--- config.mk ---
export PLATFORM = sky130hd
export DESIGN_NAME = mpeg_audio_header_decode_core
export DESIGN_NICKNAME = d
export VERILOG_FILES = /design/src/rtl/mpahd_pkg.sv /design/src/rtl/mpeg_audio_header_decode_core.sv
export SDC_FILE = /design/constraint.sdc
export NUM_CORES = 2
export LEC_CHECK = 0
export BUFFER_PORTS_ARGS = -buffer_cell sky130_fd_sc_hd__buf_2
export CORE_UTILIZATION = 62
export DETAILED_ROUTE_END_ITERATION = 10
export GPL_TIMING_DRIVEN = 0
export PLACE_DENSITY = 0.8
export SYNTH_ARGS = -nofsm -noshare
export SYNTH_HDL_FRONTEND = slang
export SYNTH_SLANG_ARGS = --single-unit
--- constraint.sdc ---
create_clock -name clk -period 19.67 [get_ports clk]
set_clock_uncertainty 0.1 [all_clocks]
set_input_delay 1.967 -clock clk [delete_from_list [all_inputs] [get_ports clk]]
set_output_delay 1.967 -clock clk [all_outputs]
set_load 0.02 [all_outputs]
--- src/rtl/mpahd_pkg.sv ---
`timescale 1ns / 1ps
`default_nettype none
// ----------------------------------------------------------------------------
// mpahd_pkg
// Types, header codes and lookup tables for the MPEG audio header decoder.
// ----------------------------------------------------------------------------
package mpahd_pkg;

  // Header field codes
  localparam logic [10:0] SYNC_WORD  = 11'h7FF;
  localparam logic [1:0]  VER_RSVD   = 2'd1;
  localparam logic [1:0]  VER_MPEG1  = 2'd3;
  localparam logic [1:0]  VER_MPEG2  = 2'd2;
  localparam logic [1:0]  VER_MPEG25 = 2'd0;
  localparam logic [1:0]  LAYER_RSVD = 2'd0;
  localparam logic [1:0]  LAYER_I    = 2'd3;
  localparam logic [1:0]  LAYER_II   = 2'd2;
  localparam logic [1:0]  LAYER_III  = 2'd1;
  localparam logic [3:0]  BRI_FREE   = 4'd0;
  localparam logic [3:0]  BRI_BAD    = 4'd15;
  localparam logic [1:0]  SFI_RSVD   = 2'd3;

  // Samples per frame
  localparam logic [10:0] SPF_LONG  = 11'd1152;
  localparam logic [10:0] SPF_HALF  = 11'd576;
  localparam logic [10:0] SPF_SHORT = 11'd384;

  // Numerator scale: slot count times 1000 (layer I: 12 slots of 4 bytes)
  localparam logic [17:0] K_LAYER_I    = 18'd12000;
  localparam logic [17:0] K_LONG_FRAME = 18'd144000;
  localparam logic [17:0] K_HALF_FRAME = 18'd72000;

  // Reciprocal scaling: q = (n * ceil(2^RCP_SHIFT / fs)) >> RCP_SHIFT is exact
  // for n < 2^26 and fs < 2^16.
  localparam int unsigned RCP_SHIFT = 43;
  localparam logic [63:0] RCP_ONE   = 64'd1 << RCP_SHIFT;

  localparam logic [30:0] RCP_44100 = 31'((RCP_ONE + 64'd44099) / 64'd44100);
  localparam logic [30:0] RCP_48000 = 31'((RCP_ONE + 64'd47999) / 64'd48000);
  localparam logic [30:0] RCP_32000 = 31'((RCP_ONE + 64'd31999) / 64'd32000);
  localparam logic [30:0] RCP_22050 = 31'((RCP_ONE + 64'd22049) / 64'd22050);
  localparam logic [30:0] RCP_24000 = 31'((RCP_ONE + 64'd23999) / 64'd24000);
  localparam logic [30:0] RCP_16000 = 31'((RCP_ONE + 64'd15999) / 64'd16000);
  localparam logic [30:0] RCP_11025 = 31'((RCP_ONE + 64'd11024) / 64'd11025);
  localparam logic [30:0] RCP_12000 = 31'((RCP_ONE + 64'd11999) / 64'd12000);
  localparam logic [30:0] RCP_8000  = 31'((RCP_ONE + 64'd7999) / 64'd8000);

  // Bitrate tables in kbit/s, indexed by bitrate index
  localparam logic [8:0] KBPS_V1_L1 [16] = '{
    9'd0, 9'd32, 9'd64, 9'd96, 9'd128, 9'd160, 9'd192, 9'd224,
    9'd256, 9'd288, 9'd320, 9'd352, 9'd384, 9'd416, 9'd448, 9'd0};
  localparam logic [8:0] KBPS_V1_L2 [16] = '{
    9'd0, 9'd32, 9'd48, 9'd56, 9'd64, 9'd80, 9'd96, 9'd112,
    9'd128, 9'd160, 9'd192, 9'd224, 9'd256, 9'd320, 9'd384, 9'd0};
  localparam logic [8:0] KBPS_V1_L3 [16] = '{
    9'd0, 9'd32, 9'd40, 9'd48, 9'd56, 9'd64, 9'd80, 9'd96,
    9'd112, 9'd128, 9'd160, 9'd192, 9'd224, 9'd256, 9'd320, 9'd0};
  localparam logic [8:0] KBPS_V2_L1 [16] = '{
    9'd0, 9'd32, 9'd48, 9'd56, 9'd64, 9'd80, 9'd96, 9'd112,
    9'd128, 9'd144, 9'd160, 9'd176, 9'd192, 9'd224, 9'd256, 9'd0};
  localparam logic [8:0] KBPS_V2_L23 [16] = '{
    9'd0, 9'd8, 9'd16, 9'd24, 9'd32, 9'd40, 9'd48, 9'd56,
    9'd64, 9'd80, 9'd96, 9'd112, 9'd128, 9'd144, 9'd160, 9'd0};

  // One decoded result, first output field in the lowest bits
  typedef struct packed {
    logic [11:0] frame_bytes;
    logic [10:0] samples_per_frame;
    logic [15:0] sample_rate_hz;
    logic [8:0]  bitrate_kbps;
    logic        padding;
    logic        protect_bit;
    logic [1:0]  layer_code;
    logic [1:0]  version_code;
    logic        valid_res;
  } res_t;

  // Bitrate lookup
  function automatic logic [8:0] kbps_lookup(input logic [1:0] ver, input logic [1:0] lay,
                                             input logic [3:0] bri);
    logic [8:0] k;
    k = 9'd0;
    if (ver == VER_MPEG1) begin
      unique case (lay)
        LAYER_I:   k = KBPS_V1_L1[bri];
        LAYER_II:  k = KBPS_V1_L2[bri];
        LAYER_III: k = KBPS_V1_L3[bri];
        default:   k = 9'd0;
      endcase
    end else begin
      unique case (lay)
        LAYER_I:            k = KBPS_V2_L1[bri];
        LAYER_II, LAYER_III: k = KBPS_V2_L23[bri];
        default:            k = 9'd0;
      endcase
    end
    return k;
  endfunction

  // Sample rate lookup in Hz
  function automatic logic [15:0] fs_lookup(input logic [1:0] ver, input logic [1:0] sfi);
    logic [15:0] f;
    f = 16'd0;
    unique case ({ver, sfi})
      {VER_MPEG1, 2'd0}:  f = 16'd44100;
      {VER_MPEG1, 2'd1}:  f = 16'd48000;
      {VER_MPEG1, 2'd2}:  f = 16'd32000;
      {VER_MPEG2, 2'd0}:  f = 16'd22050;
      {VER_MPEG2, 2'd1}:  f = 16'd24000;
      {VER_MPEG2, 2'd2}:  f = 16'd16000;
      {VER_MPEG25, 2'd0}: f = 16'd11025;
      {VER_MPEG25, 2'd1}: f = 16'd12000;
      {VER_MPEG25, 2'd2}: f = 16'd8000;
      default:            f = 16'd0;
    endcase
    return f;
  endfunction

  // Reciprocal of the sample rate, same addressing as fs_lookup
  function automatic logic [30:0] rcp_lookup(input logic [1:0] ver, input logic [1:0] sfi);
    logic [30:0] r;
    r = 31'd0;
    unique case ({ver, sfi})
      {VER_MPEG1, 2'd0}:  r = RCP_44100;
      {VER_MPEG1, 2'd1}:  r = RCP_48000;
      {VER_MPEG1, 2'd2}:  r = RCP_32000;
      {VER_MPEG2, 2'd0}:  r = RCP_22050;
      {VER_MPEG2, 2'd1}:  r = RCP_24000;
      {VER_MPEG2, 2'd2}:  r = RCP_16000;
      {VER_MPEG25, 2'd0}: r = RCP_11025;
      {VER_MPEG25, 2'd1}: r = RCP_12000;
      {VER_MPEG25, 2'd2}: r = RCP_8000;
      default:            r = 31'd0;
    endcase
    return r;
  endfunction

endpackage
`default_nettype wire

--- src/rtl/mpeg_audio_header_decode_core.sv ---
`timescale 1ns / 1ps
`default_nettype none
// ----------------------------------------------------------------------------
// mpeg_audio_header_decode_core
// Checks one MPEG audio frame header per transaction and returns its decoded
// fields and the frame length in bytes.
// Throughput: one header per cycle while m_tready is high; four register
// stages (decode, numerator multiply, reciprocal multiply, length finish),
// each with its own valid bit.
// Reset: rst clears all stage valid bits; the pipeline comes out empty.
// ----------------------------------------------------------------------------
module mpeg_audio_header_decode_core
  import mpahd_pkg::*;
(
  input  wire logic        clk,
  input  wire logic        rst,
  input  wire logic        s_tvalid,
  output logic             s_tready,
  input  wire logic [31:0] s_tdata,   // [31:0] header_word
  output logic             m_tvalid,
  input  wire logic        m_tready,
  output logic [55:0] m_tdata  // valid_res, version_code[2:1], layer_code[4:3],
                               // protect_bit, padding, bitrate_kbps[15:7],
                               // sample_rate_hz[31:16], samples_per_frame[42:32],
                               // frame_bytes[54:43], zero fill
);

  // Stage valids and per-stage load enables
  logic v1, v2, v3, v4;
  logic rdy1, rdy2, rdy3, rdy4;

  assign rdy4     = !v4 || m_tready;
  assign rdy3     = !v3 || rdy4;
  assign rdy2     = !v2 || rdy3;
  assign rdy1     = !v1 || rdy2;
  assign s_tready = rdy1;

  // Stage payloads
  res_t        res1, res2, res3, res4;
  logic        lay1_1, lay1_2, lay1_3;
  logic [17:0] k1;
  logic [30:0] rcp1, rcp2;
  logic [25:0] n2;
  logic [11:0] q3;

  // Field decode and checks
  logic [1:0]  ver, lay, sfi;
  logic [3:0]  bri;
  logic        hdr_ok;
  res_t        res1_next;
  logic [17:0] k1_next;

  always_comb begin
    ver    = s_tdata[20:19];
    lay    = s_tdata[18:17];
    bri    = s_tdata[15:12];
    sfi    = s_tdata[11:10];
    hdr_ok = (s_tdata[31:21] == SYNC_WORD) && (ver != VER_RSVD) && (lay != LAYER_RSVD)
             && (bri != BRI_FREE) && (bri != BRI_BAD) && (sfi != SFI_RSVD);

    res1_next              = '0;
    res1_next.valid_res    = hdr_ok;
    res1_next.version_code = ver;
    res1_next.layer_code   = lay;
    res1_next.protect_bit  = s_tdata[16];
    res1_next.padding      = s_tdata[9];
    k1_next                = K_LAYER_I;
    if (hdr_ok) begin
      res1_next.bitrate_kbps   = kbps_lookup(ver, lay, bri);
      res1_next.sample_rate_hz = fs_lookup(ver, sfi);
      unique case (lay)
        LAYER_I: begin
          res1_next.samples_per_frame = SPF_SHORT;
          k1_next = K_LAYER_I;
        end
        LAYER_II: begin
          res1_next.samples_per_frame = SPF_LONG;
          k1_next = K_LONG_FRAME;
        end
        default: begin
          res1_next.samples_per_frame = (ver == VER_MPEG1) ? SPF_LONG : SPF_HALF;
          k1_next = (ver == VER_MPEG1) ? K_LONG_FRAME : K_HALF_FRAME;
        end
      endcase
    end
  end

  // Numerator and quotient arithmetic
  logic [26:0] n_full;
  logic [56:0] p_full;
  logic [11:0] q_plus;
  res_t        res4_next;

  always_comb begin
    n_full    = 27'(res1.bitrate_kbps) * 27'(k1);
    p_full    = 57'(n2) * 57'(rcp2);
    q_plus    = q3 + 12'(res3.padding);
    res4_next = res3;
    if (res3.valid_res) begin
      res4_next.frame_bytes = lay1_3 ? {q_plus[9:0], 2'b00} : q_plus;
    end else begin
      res4_next.frame_bytes = '0;
    end
  end

  // Stage valid bits
  always_ff @(posedge clk) begin
    if (rst) begin
      v1 <= 1'b0;
      v2 <= 1'b0;
      v3 <= 1'b0;
      v4 <= 1'b0;
    end else begin
      if (rdy1) v1 <= s_tvalid;
      if (rdy2) v2 <= v1;
      if (rdy3) v3 <= v2;
      if (rdy4) v4 <= v3;
    end
  end

  // Stage payload registers
  always_ff @(posedge clk) begin
    if (rdy1) begin
      res1   <= res1_next;
      lay1_1 <= (s_tdata[18:17] == LAYER_I);
      k1     <= k1_next;
      rcp1   <= rcp_lookup(s_tdata[20:19], s_tdata[11:10]);
    end
    if (rdy2) begin
      res2   <= res1;
      lay1_2 <= lay1_1;
      rcp2   <= rcp1;
      n2     <= n_full[25:0];
    end
    if (rdy3) begin
      res3   <= res2;
      lay1_3 <= lay1_2;
      q3     <= p_full[RCP_SHIFT+11:RCP_SHIFT];
    end
    if (rdy4) begin
      res4 <= res4_next;
    end
  end

  assign m_tvalid = v4;
  assign m_tdata  = {1'b0, res4};

  // Checks
  a_invalid_zero: assert property (@(posedge clk) disable iff (rst)
    v4 && !res4.valid_res |-> (res4.frame_bytes == '0) && (res4.samples_per_frame == '0))
    else $error("invalid header with nonzero length");

  a_valid_len: assert property (@(posedge clk) disable iff (rst)
    v4 && res4.valid_res |-> (res4.frame_bytes != '0))
    else $error("valid header with zero frame length");

  a_layer1_words: assert property (@(posedge clk) disable iff (rst)
    v4 && res4.valid_res && (res4.layer_code == LAYER_I) |-> (res4.frame_bytes[1:0] == 2'b00))
    else $error("layer I length not whole slots");

  a_enter: assert property (@(posedge clk) disable iff (rst)
    s_tvalid && s_tready |=> v1)
    else $error("accepted header lost at first stage");

  a_hold: assert property (@(posedge clk) disable iff (rst)
    v3 && !rdy3 |=> v3 && $stable(q3))
    else $error("stalled stage changed");

endmodule
`default_nettype wire

* After elaboration in Yosys (flattened, before gate mapping)
Memories as Yosys holds them, arrays and structs flattened. A register that Yosys moved wholly into a read port is not among the register bits.
Cells that the tools add are included.
** Cells by class
- Add/sub/neg operators :: 1
- Multiply operators :: 2
- Div/mod/pow operators :: 0
- $lt $le $gt $ge :: 1
- Eq/ne operators :: 8
- Shift-type cells :: 0
- Multiplexer cells :: 18
- Bitwise operators :: 2
- Reduce and logical (&&, ||, !) cells :: 18
** Operators by type and width (number)
- 2-to-1 mux 9 bit :: 11
- multiplier 26 x 31 -> 55 bit :: 1
- case mux 18 bit (2 select lines) :: 1
- case mux 9 bit (3 select lines) :: 1
- multiplier 9 x 18 -> 26 bit :: 1
- case mux 11 bit (2 select lines) :: 1
- 2-to-1 mux 18 bit :: 1
- case mux 9 bit (2 select lines) :: 1
- adder 12 x 1 -> 12 bit :: 1
- 2-to-1 mux 12 bit :: 1
- equality test 11 bit (second input constant) :: 1
- 2-to-1 mux 11 bit :: 1
- equality test 2 bit (second input constant) :: 3
- >= comparator 5 bit (second input constant) :: 1
- logical AND 1 bit :: 5
- logical NOT 1 bit :: 5
- inverter 4 -> 5 bit :: 1
- logical OR 1 bit :: 4
- != test 4 bit (second input constant) :: 1
- nonzero test 4 bit :: 1
- OR reduction 2 bit :: 2
- equality test 2 x 1 -> 1 bit (second input constant) :: 1
- != test 2 x 1 -> 1 bit (second input constant) :: 1
- != test 2 bit (second input constant) :: 1
- other kinds (2) :: 2
** Word-level totals
- Register bits :: 278
- Latch bits :: 0
- Bits in writable memories :: 0
- ROM bits :: 1456
- Bits of input ports :: 36
- Output and inout port bits :: 58
- Word-level logic and storage cells :: 102
- Memories :: 7
** Memories
- (name not given) :: words 16, width 31, rd ports 1, clocked after memory_dff 1, wr ports 0, RTL line mpahd_pkg.sv:123 : unique case ({ver, sfi})
- (name not given) :: words 16, width 15, rd ports 1, clocked after memory_dff 1, wr ports 0, RTL line mpahd_pkg.sv:104 : unique case ({ver, sfi})
- (name not given) :: words 16, width 9, rd ports 1, clocked after memory_dff 0, wr ports 0, RTL line mpahd_pkg.sv:93 : LAYER_II, LAYER_III: k = KBPS_V2_L23[bri];
- (name not given) :: words 16, width 9, rd ports 1, clocked after memory_dff 0, wr ports 0, RTL line mpahd_pkg.sv:92 : LAYER_I: k = KBPS_V2_L1[bri];
- (name not given) :: words 16, width 9, rd ports 1, clocked after memory_dff 0, wr ports 0, RTL line mpahd_pkg.sv:87 : LAYER_III: k = KBPS_V1_L3[bri];
- (name not given) :: words 16, width 9, rd ports 1, clocked after memory_dff 0, wr ports 0, RTL line mpahd_pkg.sv:86 : LAYER_II: k = KBPS_V1_L2[bri];
- +1 memories

* Logic depth before layout (Yosys ltp)
- Depth after elaboration :: 7
- Depth in mapped cells :: 24
- Depth with buffers taken out :: 23

* Worst setup path after synthesis
No wires, ideal clock.
- Kind :: register to register
- From :: reg rcp2[26]
- To :: reg q3[11], data pin
- Library setup time :: 0.158 ns
- Arrival time :: 5.991 ns
- Data required time :: 19.412 ns
- Slack :: 13.421 ns
- Cell stages (with the launch flop) :: 23
- Path buffers :: 2
- Period minus slack after synthesis :: 6.249 ns
- Cells stage by stage :: edfxtp_1 > clkbuf_1 > clkbuf_1 > nand2_1 > fa_1 > inv_1 > fa_1 > inv_1 > fa_1 > inv_1 > fa_1 > fa_1 > fa_1 > ha_1 > ha_1 > a21oi_1 > a21oi_1 > a211oi_1 > nand2_1 > or3_4 > a21o_1 > a2111o_1 > o211ai_1
** On the way
- Cells in the longest elaborated chain, start to end :: 1
** RTL lines
- from (decl) :: RTL line mpeg_audio_header_decode_core.sv:42 : logic [30:0] rcp1, rcp2;
- from (signal assigned) :: RTL line mpeg_audio_header_decode_core.sv:132 : rcp2 <= rcp1;
- multiplier 26 x 31 -> 55 bit :: RTL line mpeg_audio_header_decode_core.sv:96 : p_full = 57'(n2) * 57'(rcp2);
- net p_full[54] :: RTL line mpeg_audio_header_decode_core.sv:90 : logic [56:0] p_full;
- to (signal assigned) :: RTL line mpeg_audio_header_decode_core.sv:138 : q3 <= p_full[RCP_SHIFT+11:RCP_SHIFT];
- to (decl) :: RTL line mpeg_audio_header_decode_core.sv:44 : logic [11:0] q3;
The timed path passes the listed nets, and every way through them passes these cells.
A chain may end at the register's enable or synchronous reset.

* Final worst setup path
- From :: reg rcp2[22]
- To :: reg q3[11], data pin
The elaborated chain is that of the path after synthesis.

==> impl_metrics.toml <==
[run_status]
outcome = "finished clean"

[power_and_ir_drop]
power_leakage_nw = 15.0
powerDensity_nw_per_um2 = 36.4
peakVddDrop_v = 0.0000576

[global_routing]
first_global_vias = 20900
grt_pass1_wl_um = 116000
antenna_found_initial = 1
grt.total_usage = 0.336
grt_max_degree = 69
overflow = 0

[worst_setup_path]
critical_path_class = "register to register"
cp_top_family = "adder cells"
cp_common_cell = "fa_1"
worst_setup_path_start_kind = "register"
critPathMaxStageDelay_ps = 880
crit_path_top_delay_cell = "a211oi_1"
critPathCaptureType = "register"
cp_max_fo = 10
critPathBufInv = 3
arrival_ps = 8630
crit_path_cell_trace = "clkbuf_1, clkbuf_1, nand2_1, fa_1, inv_1, fa_1, fa_1, fa_1, fa_1, fa_1, ha_1, ha_1, nand2_1, a21oi_1, a211oi_1, nand2_1, or3_4, a21o_1, a2111o_1, o211ai_1"
critical_path_required_ps = 19910

[timing]
period_share = 0.427
rsz0062_at_grt = "no"
worst_slew_pin_slew_ps = 1120
slew_viol_final = 0
hold_viol = 0
fin_hold_ws_ps = 313
slew_headroom = 0.252
final.min_clock_period_ps = 8390
max_freq_ghz = 0.119
worst_slack_ps = 11280
setup_viol = 0
fin_tns_setup_ps = 0

[cts]
clk_latency_ps = 530
path_clk_slew_ps = 60
cts_max_path_buffers = 3
cts-htree-levels = 1
cts-root-buf = "clkbuf_16"
cts_buffers = 23
clock-sinks = 239
cts_resized = 0
cts_tree = "yes"
post_cts_buffers = 0
cts_hold_buf = 0

[detailed_routing]
wl_met2_um = 35100
wl_per_cell_um = 21.7
vias = 19400
drt_iter0_markers = 1386
ant_nets = 0
drcViolationCount = 0
wl_met1_um = 27900
wl_met3_um = 7280
topRoutingLayerUsed = "met4"
first_pass_iters = 5
avgViaCountPerCell = 5.70
drt-total-wl_um = 74000

[yosys]
synth-compound-area-share = 0.0389
postSynthCellCount = 2684
ys_ff_latch = 239
ys_async_sr_fraction = 0
synth_top_family_by_area = "adder cells"
synth_fa_ha_area_frac = 0.460
synth.distinct_cells = 65
syn_area_um2 = 28000
seq_area_frac_synth = 0.255
synth_edf_count = 235
yosys_warnings = 0
ys.flop_type = "edfxtp_1"
synth-xor-area-share = 0.0122
avgSynthCellArea_um2 = 10.4
yosys.area_share.simple = 0.135
muxShareOfSynthArea = 0.00402

[placed_design]
port_buffers = 72
gp_congestion = 1.01
place_area_um2 = 29200
dp_hpwl_um = 59100
dp_slack_ps = 11290

[floorplan]
rows = 77
initial_utilization = 0.631
fp.dieW_um = 215
num_io_pins = 94
dieArea_um2 = 46000
die_h_um = 215
fp.coreArea_um2 = 44400

[final_layout]
final_area_um2 = 29900
final_cell_mix = "inv_1, fa_1, nand2_1"
n_fill_cell = 3403
fin_nets = 3562
areaGrowthSynthToFinish_pct = 6.87
layout_commonest_cell = "inv_1"
drive_gt1_frac = 0.0481

[worst_hold_path]
min_path_type = "register to register"

[flow_run]
maxCapViolCount = 0
==> registers in the layout, summed over array words and instances (netlist names), 4 cells and up <==
register	count
k1	4
m_tdata	43
n2	18
q3	12
rcp1	31
rcp2	31
res1	31
res2	31
res3	31
==> logic make-up after synthesis <==
| logic type | Yosys count |
|---|---|
| other | 1 |
| adder cells (fa/ha/maj) | 732 |
| flip-flops | 239 |
| multiplexers | 11 |
| AND/OR/NAND/NOR | 797 |
| AO/OA/AOI/OAI | 171 |
| buffers and inverters | 694 |
| XOR/XNOR | 39 |
==> synth_stat cells, types with 3 or more instances <==
cell type | count | area share
dfxtp_1 | 4 | 0.0029
and3_1 | 11 | 0.0025
nor2b_1 | 5 | 0.0011
nand2b_1 | 5 | 0.0011
nand2_1 | 414 | 0.055
or2_2 | 3 | 0.00067
xnor2_1 | 29 | 0.0091
a211oi_1 | 12 | 0.0032
o21bai_1 | 6 | 0.0016
inv_1 | 553 | 0.074
buf_1 | 4 | 0.00054
nor3_1 | 20 | 0.0036
a21oi_1 | 52 | 0.0093
nor3b_1 | 3 | 0.00080
nor2_1 | 57 | 0.0076
a21o_1 | 8 | 0.0021
a31oi_1 | 5 | 0.0011
or3_1 | 3 | 0.00067
and2_1 | 242 | 0.054
clkbuf_1 | 124 | 0.017
o21ai_0 | 36 | 0.0064
nand4_1 | 3 | 0.00067
edfxtp_1 | 235 | 0.25
o21ai_1 | 4 | 0.00071
mux2i_1 | 9 | 0.0032
ha_1 | 237 | 0.11
a221oi_1 | 5 | 0.0016
o22ai_1 | 8 | 0.0018
nand3_1 | 18 | 0.0032
buf_4 | 13 | 0.0035
xor2_1 | 10 | 0.0031
fa_1 | 495 | 0.35
o211ai_1 | 7 | 0.0019
==> routing by layer <==
layer / vias to the layer above / GRT usage
met3: 213 / 0.0791
met4: 0 / 0.138
met2: 926 / 0.549
met5: - / 0
li1: 8429 / -
met1: 9825 / 0.435
==> power by group <==
group | total [mW] | internal [mW] | switching (mW)
combinational | 0.0773 | 0.0188 | 0.0584
clock | 0.428 | 0.242 | 0.186
sequential | 0.583 | 0.568 | 0.0145
total | 1.09 | 0.829 | 0.259
==> through the flow <==
step	total power [mW]	instances	utilization
after floorplan	0.628	2694	-
after global placement	0.666	3358	0.656
after detailed placement	0.667	3360	0.657
after CTS	1.09	3400	0.674
after global routing	1.12	3401	0.674
final	1.09	3404	0.674
==> final timing paths <==
check | from | to | slack [ps] | cells after the start
setup reg to reg | rcp2[22]$_DFFE_PP_ | q3[11]$_DFFE_PP_ | 11280 | 20
setup / recovery | rcp2[22]$_DFFE_PP_ | q3[11]$_DFFE_PP_ | 11280 | 20
hold / removal | res2[6]$_DFFE_PP_ | res3[6]$_DFFE_PP_ | 310 | 0
hold reg to reg | res2[6]$_DFFE_PP_ | res3[6]$_DFFE_PP_ | 310 | 0
==> area by class of cell <==
| class | count | area (um^2) | area share |
|---|---|---|---|
| timing repair buffer | 75 | 408 | 0.0136 |
| inverter | 553 | 2080 | 0.0694 |
| clock inverter | 13 | 126 | 0.00422 |
| clock buffer | 27 | 591 | 0.0197 |
| antenna | 3 | 7.51 | 0.000251 |
| multi-input combinational | 1761 | 18300 | 0.610 |
| buffer | 141 | 578 | 0.0193 |
| sequential | 239 | 7140 | 0.238 |
| tap | 592 | 741 | 0.0247 |
No activity file was read; power rests on OpenSTA's default activity.
